<file path="config.mk">
export PLATFORM = sky130hd
export DESIGN_NAME = drum_step_sequencer_swing
export DESIGN_NICKNAME = d
export VERILOG_FILES = /design/src/rtl/dss_pkg.sv /design/src/rtl/dss_ctrl.sv /design/src/rtl/dss_dp.sv /design/src/rtl/drum_step_sequencer_swing.sv
export SDC_FILE = /design/constraint.sdc
export NUM_CORES = 1
export LEC_CHECK = 0
export BUFFER_PORTS_ARGS = -buffer_cell sky130_fd_sc_hd__buf_2
export CORE_MARGIN = 8
export CORE_UTILIZATION = 30
export DETAILED_ROUTE_END_ITERATION = 8
export MAX_ROUTING_LAYER = met4
export SLEW_MARGIN = 20
export SYNTH_ARGS = -nofsm -noshare
export SYNTH_HDL_FRONTEND = slang
export SYNTH_HIERARCHICAL = 1
export SYNTH_SLANG_ARGS = --single-unit
</file>
<file path="constraint.sdc">
create_clock -name clk -period 12.8 [get_ports clk]
set_input_delay 1.28 -clock clk [delete_from_list [all_inputs] [get_ports clk]]
set_output_delay 1.28 -clock clk [all_outputs]
set_load 0.01 [all_outputs]
</file>
<file path="src/rtl/dss_pkg.sv">
// Shared constants, codes and command/status types of the drum step sequencer.
package dss_pkg;

  localparam int NUM_ROWS  = 8;
  localparam int NUM_STEPS = 16;

  localparam int ROW_W  = (NUM_ROWS > 1) ? $clog2(NUM_ROWS) : 1;
  localparam int STEP_W = $clog2(NUM_STEPS);
  localparam int CNT_W  = 25;
  localparam int PER_W  = 24;
  localparam int NOTE_W = 7;
  localparam int CHAN_W = 5;
  localparam int CFG_IDX_W = 3;

  // Request codes
  localparam logic [1:0] REQ_TICK  = 2'd0;
  localparam logic [1:0] REQ_SET   = 2'd1;
  localparam logic [1:0] REQ_CLEAR = 2'd2;

  // Register indexes
  localparam logic [CFG_IDX_W-1:0] CFG_STEP_PERIOD = 3'd0;
  localparam logic [CFG_IDX_W-1:0] CFG_SWING_EXTRA = 3'd1;
  localparam logic [CFG_IDX_W-1:0] CFG_BASE_NOTE   = 3'd2;
  localparam logic [CFG_IDX_W-1:0] CFG_VELOCITY    = 3'd3;
  localparam logic [CFG_IDX_W-1:0] CFG_CHANNEL     = 3'd4;

  // Reset values of the registers
  localparam logic [PER_W-1:0]  RST_STEP_PERIOD = 24'd100;
  localparam logic [PER_W-1:0]  RST_SWING_EXTRA = 24'd33;
  localparam logic [NOTE_W-1:0] RST_BASE_NOTE   = 7'd35;
  localparam logic [NOTE_W-1:0] RST_VELOCITY    = 7'd100;
  localparam logic [CHAN_W-1:0] RST_CHANNEL     = 5'd1;

  localparam logic [NOTE_W-1:0] NOTE_MAX = 7'd127;

  // Event kinds
  localparam logic EV_ALL_OFF = 1'b0;
  localparam logic EV_NOTE_ON = 1'b1;

  typedef struct packed {
    logic write_cell;  // set or clear one grid cell
    logic tick_dec;    // count one tick down
    logic fire;        // latch the step's row mask, reload countdown, advance step
    logic emit_off;    // issue the all-notes-off item
    logic emit_note;   // issue the note-on of the lowest pending row
  } dss_cmd_t;

  typedef struct packed {
    logic cnt_zero;    // countdown has expired
    logic pend_empty;  // no rows left to play
    logic pend_last;   // at most one row left to play
  } dss_stat_t;

endpackage

</file>
<file path="src/rtl/dss_ctrl.sv">
// Controller state machine of the drum step sequencer.
module dss_ctrl (
  input  logic               clk,
  input  logic               rst_n,
  input  logic               start,
  input  logic [1:0]         req_type,
  input  dss_pkg::dss_stat_t stat,
  output dss_pkg::dss_cmd_t  cmd,
  output logic               busy
);
  import dss_pkg::*;

  typedef enum logic [1:0] {
    ST_IDLE,
    ST_OFF,
    ST_NOTES
  } state_t;

  state_t state_r, state_nxt;
  logic   accept;

  assign busy   = (state_r != ST_IDLE);
  assign accept = start && !busy;

  always_comb begin
    cmd       = '0;
    state_nxt = state_r;
    case (state_r)
      ST_IDLE: begin
        if (accept) begin
          case (req_type)
            REQ_SET, REQ_CLEAR: cmd.write_cell = 1'b1;
            REQ_TICK: begin
              if (stat.cnt_zero) begin
                cmd.fire  = 1'b1;
                state_nxt = ST_OFF;
              end else begin
                cmd.tick_dec = 1'b1;
              end
            end
            default: ;
          endcase
        end
      end
      ST_OFF: begin
        cmd.emit_off = 1'b1;
        state_nxt    = stat.pend_empty ? ST_IDLE : ST_NOTES;
      end
      ST_NOTES: begin
        cmd.emit_note = 1'b1;
        if (stat.pend_last) begin
          state_nxt = ST_IDLE;
        end
      end
      default: state_nxt = ST_IDLE;
    endcase
  end

  always_ff @(posedge clk) begin
    if (!rst_n) begin
      state_r <= ST_IDLE;
    end else begin
      state_r <= state_nxt;
    end
  end

endmodule

</file>
<file path="src/rtl/dss_dp.sv">
// Datapath of the drum step sequencer: registers, grid, countdown and event output.
module dss_dp (
  input  logic                       clk,
  input  logic                       rst_n,
  input  dss_pkg::dss_cmd_t          cmd,
  output dss_pkg::dss_stat_t         stat,
  input  logic [1:0]                 req_type,
  input  logic [2:0]                 row,
  input  logic [3:0]                 step_col,
  input  logic                       cfg_we,
  input  logic [dss_pkg::CFG_IDX_W-1:0] cfg_index,
  input  logic [dss_pkg::PER_W-1:0]  cfg_data,
  output logic                       out_valid,
  output logic                       out_event_kind,
  output logic [6:0]                 out_note,
  output logic [6:0]                 out_velocity,
  output logic [4:0]                 out_channel,
  output logic [3:0]                 out_played_step,
  output logic                       out_last
);
  import dss_pkg::*;

  logic [PER_W-1:0]    step_period_r, swing_extra_r;
  logic [NOTE_W-1:0]   base_note_r, velocity_r;
  logic [CHAN_W-1:0]   channel_r;

  logic [NUM_ROWS-1:0] grid_r [NUM_STEPS];
  logic [STEP_W-1:0]   cur_step_r, fired_step_r;
  logic [CNT_W-1:0]    cnt_r;
  logic [NUM_ROWS-1:0] pend_r;

  logic                out_valid_r, out_kind_r, out_last_r;
  logic [NOTE_W-1:0]   out_note_r, out_vel_r;
  logic [CHAN_W-1:0]   out_chan_r;
  logic [STEP_W-1:0]   out_step_r;

  logic [ROW_W-1:0]    low_row;
  logic [NUM_ROWS-1:0] pend_after;
  logic [NOTE_W:0]     note_sum;
  logic [NOTE_W-1:0]   note_sat;
  logic [CNT_W-1:0]    interval;
  logic                cell_ok;

  // Lowest pending row
  always_comb begin
    low_row = '0;
    for (int r = NUM_ROWS - 1; r >= 0; r--) begin
      if (pend_r[r]) begin
        low_row = ROW_W'(r);
      end
    end
  end

  assign pend_after = pend_r & (pend_r - NUM_ROWS'(1));
  assign note_sum   = {1'b0, base_note_r} + (NOTE_W + 1)'(1) + (NOTE_W + 1)'(low_row);
  assign note_sat   = (note_sum > {1'b0, NOTE_MAX}) ? NOTE_MAX : note_sum[NOTE_W-1:0];

  // Swing lengthens the interval after even step indexes
  assign interval = {1'b0, step_period_r} +
                    (cur_step_r[0] ? CNT_W'(0) : {1'b0, swing_extra_r});

  assign cell_ok = (32'(row) < NUM_ROWS) && (32'(step_col) < NUM_STEPS);

  assign stat.cnt_zero   = (cnt_r == '0);
  assign stat.pend_empty = (pend_r == '0);
  assign stat.pend_last  = (pend_after == '0);

  // Configuration registers
  always_ff @(posedge clk) begin
    if (!rst_n) begin
      step_period_r <= RST_STEP_PERIOD;
      swing_extra_r <= RST_SWING_EXTRA;
      base_note_r   <= RST_BASE_NOTE;
      velocity_r    <= RST_VELOCITY;
      channel_r     <= RST_CHANNEL;
    end else if (cfg_we) begin
      case (cfg_index)
        CFG_STEP_PERIOD: step_period_r <= cfg_data;
        CFG_SWING_EXTRA: swing_extra_r <= cfg_data;
        CFG_BASE_NOTE:   base_note_r   <= cfg_data[NOTE_W-1:0];
        CFG_VELOCITY:    velocity_r    <= cfg_data[NOTE_W-1:0];
        CFG_CHANNEL:     channel_r     <= cfg_data[CHAN_W-1:0];
        default: ;
      endcase
    end
  end

  // Grid, countdown and step state
  always_ff @(posedge clk) begin
    if (!rst_n) begin
      for (int s = 0; s < NUM_STEPS; s++) begin
        grid_r[s] <= '0;
      end
      cur_step_r <= '0;
      cnt_r      <= '0;
      pend_r     <= '0;
    end else begin
      if (cmd.write_cell && cell_ok) begin
        grid_r[step_col[STEP_W-1:0]][row[ROW_W-1:0]] <= (req_type == REQ_SET);
      end
      if (cmd.tick_dec) begin
        cnt_r <= cnt_r - CNT_W'(1);
      end
      if (cmd.fire) begin
        pend_r       <= grid_r[cur_step_r];
        fired_step_r <= cur_step_r;
        cnt_r        <= (interval == '0) ? '0 : interval - CNT_W'(1);
        cur_step_r   <= (32'(cur_step_r) == NUM_STEPS - 1) ? '0
                                                             : cur_step_r + STEP_W'(1);
      end
      if (cmd.emit_note) begin
        pend_r <= pend_after;
      end
    end
  end

  // Output register
  always_ff @(posedge clk) begin
    if (!rst_n) begin
      out_valid_r <= 1'b0;
    end else begin
      out_valid_r <= cmd.emit_off || cmd.emit_note;
    end
  end

  always_ff @(posedge clk) begin
    if (cmd.emit_off) begin
      out_kind_r <= EV_ALL_OFF;
      out_note_r <= '0;
      out_vel_r  <= '0;
      out_last_r <= (pend_r == '0);
    end else if (cmd.emit_note) begin
      out_kind_r <= EV_NOTE_ON;
      out_note_r <= note_sat;
      out_vel_r  <= velocity_r;
      out_last_r <= (pend_after == '0);
    end
    if (cmd.emit_off || cmd.emit_note) begin
      out_chan_r <= channel_r;
      out_step_r <= fired_step_r;
    end
  end

  assign out_valid       = out_valid_r;
  assign out_event_kind  = out_kind_r;
  assign out_note        = out_note_r;
  assign out_velocity    = out_vel_r;
  assign out_channel     = out_chan_r;
  assign out_played_step = out_step_r;
  assign out_last        = out_last_r;

endmodule

</file>
<file path="src/rtl/drum_step_sequencer_swing.sv">
// Top level of the drum step sequencer with swing.
// A set, clear or non-firing tick item updates the block and gives no result item.
// A firing tick gives its all-notes-off item via the ST_OFF state and the output
// register, then one note-on item per cycle; busy stays high in ST_OFF and ST_NOTES.
// A new request is accepted only after the one-row-per-cycle emit loop has ended.
// Reset (rst_n, synchronous): grid cleared, step 0, countdown 0, registers to defaults.
module drum_step_sequencer_swing (
  input  logic        clk,
  input  logic        rst_n,
  // request channel
  input  logic        start,
  output logic        busy,
  input  logic [1:0]  in_req_type,
  input  logic [2:0]  in_row,
  input  logic [3:0]  in_step_col,
  // result channel: one item per strobe, the receiver cannot stall
  output logic        out_valid,
  output logic        out_event_kind,
  output logic [6:0]  out_note,
  output logic [6:0]  out_velocity,
  output logic [4:0]  out_channel,
  output logic [3:0]  out_played_step,
  output logic        out_last,
  // configuration write channel
  input  logic        cfg_valid,
  output logic        cfg_ready,
  input  logic [2:0]  cfg_index,
  input  logic [23:0] cfg_data
);
  import dss_pkg::*;

  dss_cmd_t  cmd;
  dss_stat_t stat;

  // Registers are always writable; writes must arrive only while the block is idle, which it does not enforce
  assign cfg_ready = 1'b1;

  // Controller: decode the accepted item and sequence the emit run
  dss_ctrl u_ctrl (
    .clk      (clk),
    .rst_n    (rst_n),
    .start    (start),
    .req_type (in_req_type),
    .stat     (stat),
    .cmd      (cmd),
    .busy     (busy)
  );

  // Datapath: hold the grid, countdown, step and registers; drive result items
  dss_dp u_dp (
    .clk             (clk),
    .rst_n           (rst_n),
    .cmd             (cmd),
    .stat            (stat),
    .req_type        (in_req_type),
    .row             (in_row),
    .step_col        (in_step_col),
    .cfg_we          (cfg_valid && cfg_ready),
    .cfg_index       (cfg_index),
    .cfg_data        (cfg_data),
    .out_valid       (out_valid),
    .out_event_kind  (out_event_kind),
    .out_note        (out_note),
    .out_velocity    (out_velocity),
    .out_channel     (out_channel),
    .out_played_step (out_played_step),
    .out_last        (out_last)
  );

endmodule
</file>
* Word level (Yosys, flattened, before mapping)
Memories as Yosys holds them, arrays and structs flattened. A register that Yosys moved wholly into a read port is not among the register bits. Index checks and enable logic that the tools add are counted.
Storage, ports and cells: register bits 136, memory bits (writable) 128, output and inout port bits 28, memories kept 1
Memory list:
- u_dp.grid_r | depth 16, width 8, read ports 1, clocked after Yosys merged registers in 1, wr ports 16, RTL line dss_dp.sv:27 | logic [NUM_ROWS-1:0] grid_r [NUM_STEPS];
Operators by class: add/sub/neg operators 7, magnitude comparators 3, equality and inequality tests 13, multiplexer cells 43, bitwise logic cells 1, reductions and logical operators 24
Operator list (count):
- $mux 25 | 3
- $logic_not 25->1 | 2
- $sub 25x1->25 const B | 2
- $mux 8 | 5
- $mux 3 | 10
- $add 24x25->25 | 1
- $mux 24 | 1
- $logic_not 8->1 | 2
- $mux 4 | 4
- $mux 2 | 6
- $reduce_and 2->1 | 6
- $mux 1 | 11
- $add 7x1->8 const B | 1
- $add 8x3->8 | 1
- $and 8x8->8 | 1
- $gt 8x7->1 const B | 1
- $reduce_bool 2->1 | 4
- $reduce_or 8->1 | 1
- $sub 8x1->8 const B | 1
- $mux 7 | 1
- $eq 3x2->1 const B | 2
- $ne 2x2->1 const B | 3
- $pmux 2 s3 | 1
- $add 4x1->4 const B | 1
- other kinds (16) | 20

* Logic depth before layout (Yosys ltp)
word-level depth 11, gate-level depth with buffers 16

* Hierarchy
Netlist, hierarchy kept.
Modules (own cells, without submodules):
- dss_dp | instances 1, cells each 1512, area an instance 14158.6 µm², sequential area each 6746.5 µm²
- dss_ctrl | instances 1, cells each 19, area an instance 170.2 µm², sequential area each 40.0 µm²
- drum_step_sequencer_swing | instances 1, cells each 2, area an instance 11.3 µm², sequential area each 0.0 µm²

* Least setup slack after synthesis
No wires, ideal clock.
kind reg2reg, start reg u_dp.cur_step_r[0], end reg u_dp.cnt_r[10], setup time 134 ps, arrival time 4066 ps, path slack 8600 ps, cell stages (with the launch flop) 16, buffers on the path 4, period minus slack after synthesis 4200 ps, cell sequence dfxtp_1 -> clkbuf_1 -> clkbuf_1 -> nor2b_1 -> ha_1 -> or3_1 -> o21ai_0 -> nor2_1 -> or3_1 -> a222oi_1 -> nand4_2 -> or4_1 -> buf_2 -> o21ai_4 -> buf_6 -> o22ai_1
Between the ends: word-level cells in the longest chain between the ends 5, elaborated cells between the ends (all ways) 6, classes of those cells 2 x add/sub; 3 x mux; 1 x reduce/logical
RTL lines:
- from (decl) | RTL line dss_dp.sv:28 | logic [STEP_W-1:0] cur_step_r, fired_step_r;
- from (signal assigned) | RTL line dss_dp.sv:108 | cur_step_r <= (32'(cur_step_r) == NUM_STEPS - 1) ? '0
- $mux 24 (*) | RTL line dss_dp.sv:60 | (cur_step_r[0] ? CNT_W'(0) : {1'b0, swing_extra_r});
- $add 24x25->25 (*) | RTL line dss_dp.sv:59 | assign interval = {1'b0, step_period_r} +
- $sub 25x1->25 or $logic_not 25->1 (tied branches) | RTL line dss_dp.sv:107 | cnt_r <= (interval == '0) ? '0 : interval - CNT_W'(1);
- $mux 25 (*) | RTL line dss_dp.sv:107
- $mux 25 (*) | RTL line dss_dp.sv:104 | if (cmd.fire) begin
- to (signal assigned) | RTL line dss_dp.sv:102 | cnt_r <= cnt_r - CNT_W'(1);
- to (signal assigned) | RTL line dss_dp.sv:107
- to (decl) | RTL line dss_dp.sv:29 | logic [CNT_W-1:0] cnt_r;
Mark *: on every way between the ends. The rest lies on a longest branch, timed or not. A chain may end at the register's enable or synchronous reset.

* Final worst setup path
start reg u_dp.cur_step_r[0], end reg u_dp.cnt_r[6]
The elaborated chain is that of the path after synthesis.

==> results_dict.tcl <==
set metrics [dict create \
    fin_tns_setup_ps 0 \
    drc 0 \
    finalClockSkew_ps 15.4 \
    cts_root_buf "clkbuf_16" \
    synthesis.nets 1606 \
    power_frac_seq_pct 42.1 \
    worst_slack_ps 7960 \
    diodes 0 \
    cp.arrival_ps 5270 \
    p_int_w 0.00166 \
    cts_made_buffers 31 \
    vias 11400 \
    async_reset_ff_share_pct 0 \
    grt_overflow 0 \
    yosysSeqAreaShare_pct 47.3 \
    coreArea_um2 47400 \
    slew_violations 0 \
    p_clk_share_pct 35.9 \
    p_leak_nw 5.49 \
    io_buffers 66 \
    layout_common_cells "nor2_1 (223), nand2_1 (200), o21ai_0 (158)" \
    crit_path_end_kind "register" \
    critPathKind "reg2reg" \
    htree_levels 1 \
    io_pins 68 \
    powerDensity_nw_per_um2 149 \
    die-width_um 235 \
    power.net_switching_w 0.000731 \
    dr.pass1.iters 5 \
    final_layout_size_suffix_gt1_share_pct 12.3 \
    area_growth_pct 12.1 \
    vias_per_cell 5.26 \
    grt_pass1_vias 11000 \
    rr_startpoint "u_dp/cur_step_r[0]$_SDFFE_PN0P_" \
    yosys_register_bits 268 \
    nNetsFinal 1604 \
    drt_iter0_markers 745 \
    grt_max_degree 133 \
    min_from "u_dp/fired_step_r[2]$_DFFE_PP_" \
    clk_pin_slew_worst_paths_ps 60 \
    ys.flop_type "edfxtp_1" \
    globalRouteMet1Util_pct 16.4 \
    grt_pass1_wl_um 60500 \
    maxCapViolCount 0 \
    insertion_delay_ps 580 \
    die_y_um 235 \
    grtUsageTotal_pct 13.6 \
    hold_viol 0 \
    clk_path_buf_depth 3 \
    final_common_cell "nor2_1" \
    period_share_pct 37.8 \
    synth_cell_types 82 \
    cts_resized 0 \
    worst_slew_pin_slew_ps 999 \
    fin_crit_ps 4840 \
    cp-start-kind "register" \
    antenna_found_initial 0 \
    met3_usage_pct 1.80 \
    rrSetupSlack_ps 7960 \
    netlist_instances 1533 \
    outcome "complete, no violations" \
    drtAntennaViolNets 0 \
    synth_area_um2 14300 \
    hpwl_um 25700 \
    hp-class "reg2reg" \
    synth_enable_flop_cells 142 \
    p_sw_share_pct 30.6 \
    place.gp.congestion 0.843 \
    syn_area_per_cell_um2 9.35 \
    tritoncts "yes" \
    pwr-share-comb_pct 22.0 \
    reg2reg_depth 11 \
    die-area_um2 55100 \
    finalSetupViolCount 0 \
    rsz0062_at_grt "false" \
    r2r-end "u_dp/cnt_r[6]$_SDFFE_PN0P_" \
    cts_sinks 268 \
    fmax_ghz 0.207 \
    holdPathEnd "u_dp/out_played_step[2]$_DFFE_PP_" \
    wire_per_inst_um 17.6 \
    rows 80 \
    drt_wl_total_um 38200 \
    grtUsageMet2_pct 24.0 \
    n_fill_cell 4877 \
    start_util_pct 30.2 \
    grt.busiest_layer "met2" \
    postCtsHoldBufs 0 \
    whs_path_depth 0 \
    vdd.ir_drop.worst_mv 0.107 \
    post_cts_buffers 0 \
    slew_headroom_pct 33.4 \
    preCtsSetupSlack_ps 7560 \
    yosys_warnings 6 \
    cp.required_ps 13230 \
    cp_max_fo 30 \
]
==> synth_stat cells, drive strengths merged (13+ instances only) <==
library cell | count | area, um2
nor2b | 37 | 231
xor2 | 22 | 193
mux2i | 19 | 190
buf | 15 | 77.6
nand3 | 35 | 180
o21ai | 161 | 828
a21oi | 95 | 494
inv | 23 | 86.3
nor3 | 21 | 105
dfxtp | 126 | 2520
nand2 | 200 | 751
edfxtp | 142 | 4260
nand4 | 16 | 106
xnor2 | 27 | 236
nor4 | 13 | 87.6
mux4 | 40 | 901
nor2 | 224 | 841
clkbuf | 96 | 360
a211oi | 23 | 178
ha | 31 | 388
==> area by class of cell <==
class / count / area (um2) / share of cell area [%]
clock buffers: 41 / 853 / 5.31
inverters: 24 / 90.1 / 0.561
clock inverters: 16 / 129 / 0.802
well taps: 615 / 769 / 4.79
repair buffers: 76 / 412 / 2.56
flip-flops and latches: 268 / 6790 / 42.2
multi-input cells: 1130 / 7030 / 43.7
==> sequential cells by signal (all words and copies together) (netlist names), named ones only <==
register / count
u_ctrl/state_r: 2
u_dp/base_note_r: 7
u_dp/channel_r: 5
u_dp/cnt_r: 25
u_dp/cur_step_r: 4
u_dp/fired_step_r: 4
u_dp/grid_r: 128
u_dp/out_channel: 5
u_dp/out_event_kind: 1
u_dp/out_last: 1
u_dp/out_note: 7
u_dp/out_played_step: 4
u_dp/out_valid: 1
u_dp/out_velocity: 7
u_dp/pend_r: 8
u_dp/step_period_r: 24
u_dp/swing_extra_r: 24
u_dp/velocity_r: 7
==> power by group through the flow <==
| stage | Combinational, W | Sequential, W | Clock (W) |
|---|---|---|---|
| 6_report | 0.000525 | 0.00100 | 0.000857 |
| 4_1_cts | 0.000527 | 0.00100 | 0.000877 |
| 3_5_place_dp | 0.000524 | 0.00102 | 0 |
| 5_1_grt | 0.000584 | 0.00101 | 0.000905 |
| 3_3_place_gp | 0.000516 | 0.00102 | 0 |
| 2_1_floorplan | 0.000400 | 0.00101 | 0 |
==> how the worst max path moves through the flow <==
stage,startpoint,endpoint,slack (ps),cells after the start
4_1_cts,u_dp/cur_step_r[0]$_SDFFE_PN0P_,u_dp/cnt_r[10]$_SDFFE_PN0P_,7550,11
3_5_place_dp,u_dp/cur_step_r[0]$_SDFFE_PN0P_,u_dp/cnt_r[2]$_SDFFE_PN0P_,7560,11
5_1_grt,u_dp/cur_step_r[0]$_SDFFE_PN0P_,u_dp/cnt_r[6]$_SDFFE_PN0P_,7510,11
3_3_place_gp,u_dp/cur_step_r[0]$_SDFFE_PN0P_,u_dp/cnt_r[4]$_SDFFE_PN0P_,7760,11
6_report,u_dp/cur_step_r[0]$_SDFFE_PN0P_,u_dp/cnt_r[6]$_SDFFE_PN0P_,7960,11
2_1_floorplan,u_dp/cur_step_r[0]$_SDFFE_PN0P_,u_dp/cnt_r[10]$_SDFFE_PN0P_,8600,15
==> cells by family after synthesis <==
logic type / synth area share [%]
xor+xnor: 2.99
fa+ha+maj: 3.12
simple gates: 19.3
other cells: 0.0262
mux: 7.69
buf+inv: 3.68
compound gates: 15.9
flops: 47.3
==> critical path, cell delays in order, from the launching register on <==
cell,delay [ps]
dfxtp_2,720
nor2b_1,110
ha_1,500
a21oi_2,150
o21ai_0,310
nand2_1,200
a31o_2,290
a222oi_1,730
nand4_2,280
or4_1,770
o21ai_4,440
o22ai_1,160
==> through the flow <==
stage               instances  util (%)  hold WS, ps  total power [W]  area (um2)
floorplan                1533         -          400          0.00141       14300
global placement         2113      31.8          409          0.00154       15100
detailed placement       2113      31.8          408          0.00155       15100
CTS                      2170      33.9          423          0.00241       16100
global route             2170      33.9          434          0.00250       16100
finish                   2170      33.9          421          0.00239       16100
==> routing by layer <==
metal | up-vias | share of wire, %
li1 | 5511 | -
met1 | 5548 | 42
met2 | 287 | 50
met3 | 68 | 5.0
met4 | 0 | 2.4
met5 | - | 0
(Power assumes the default switching activity.)
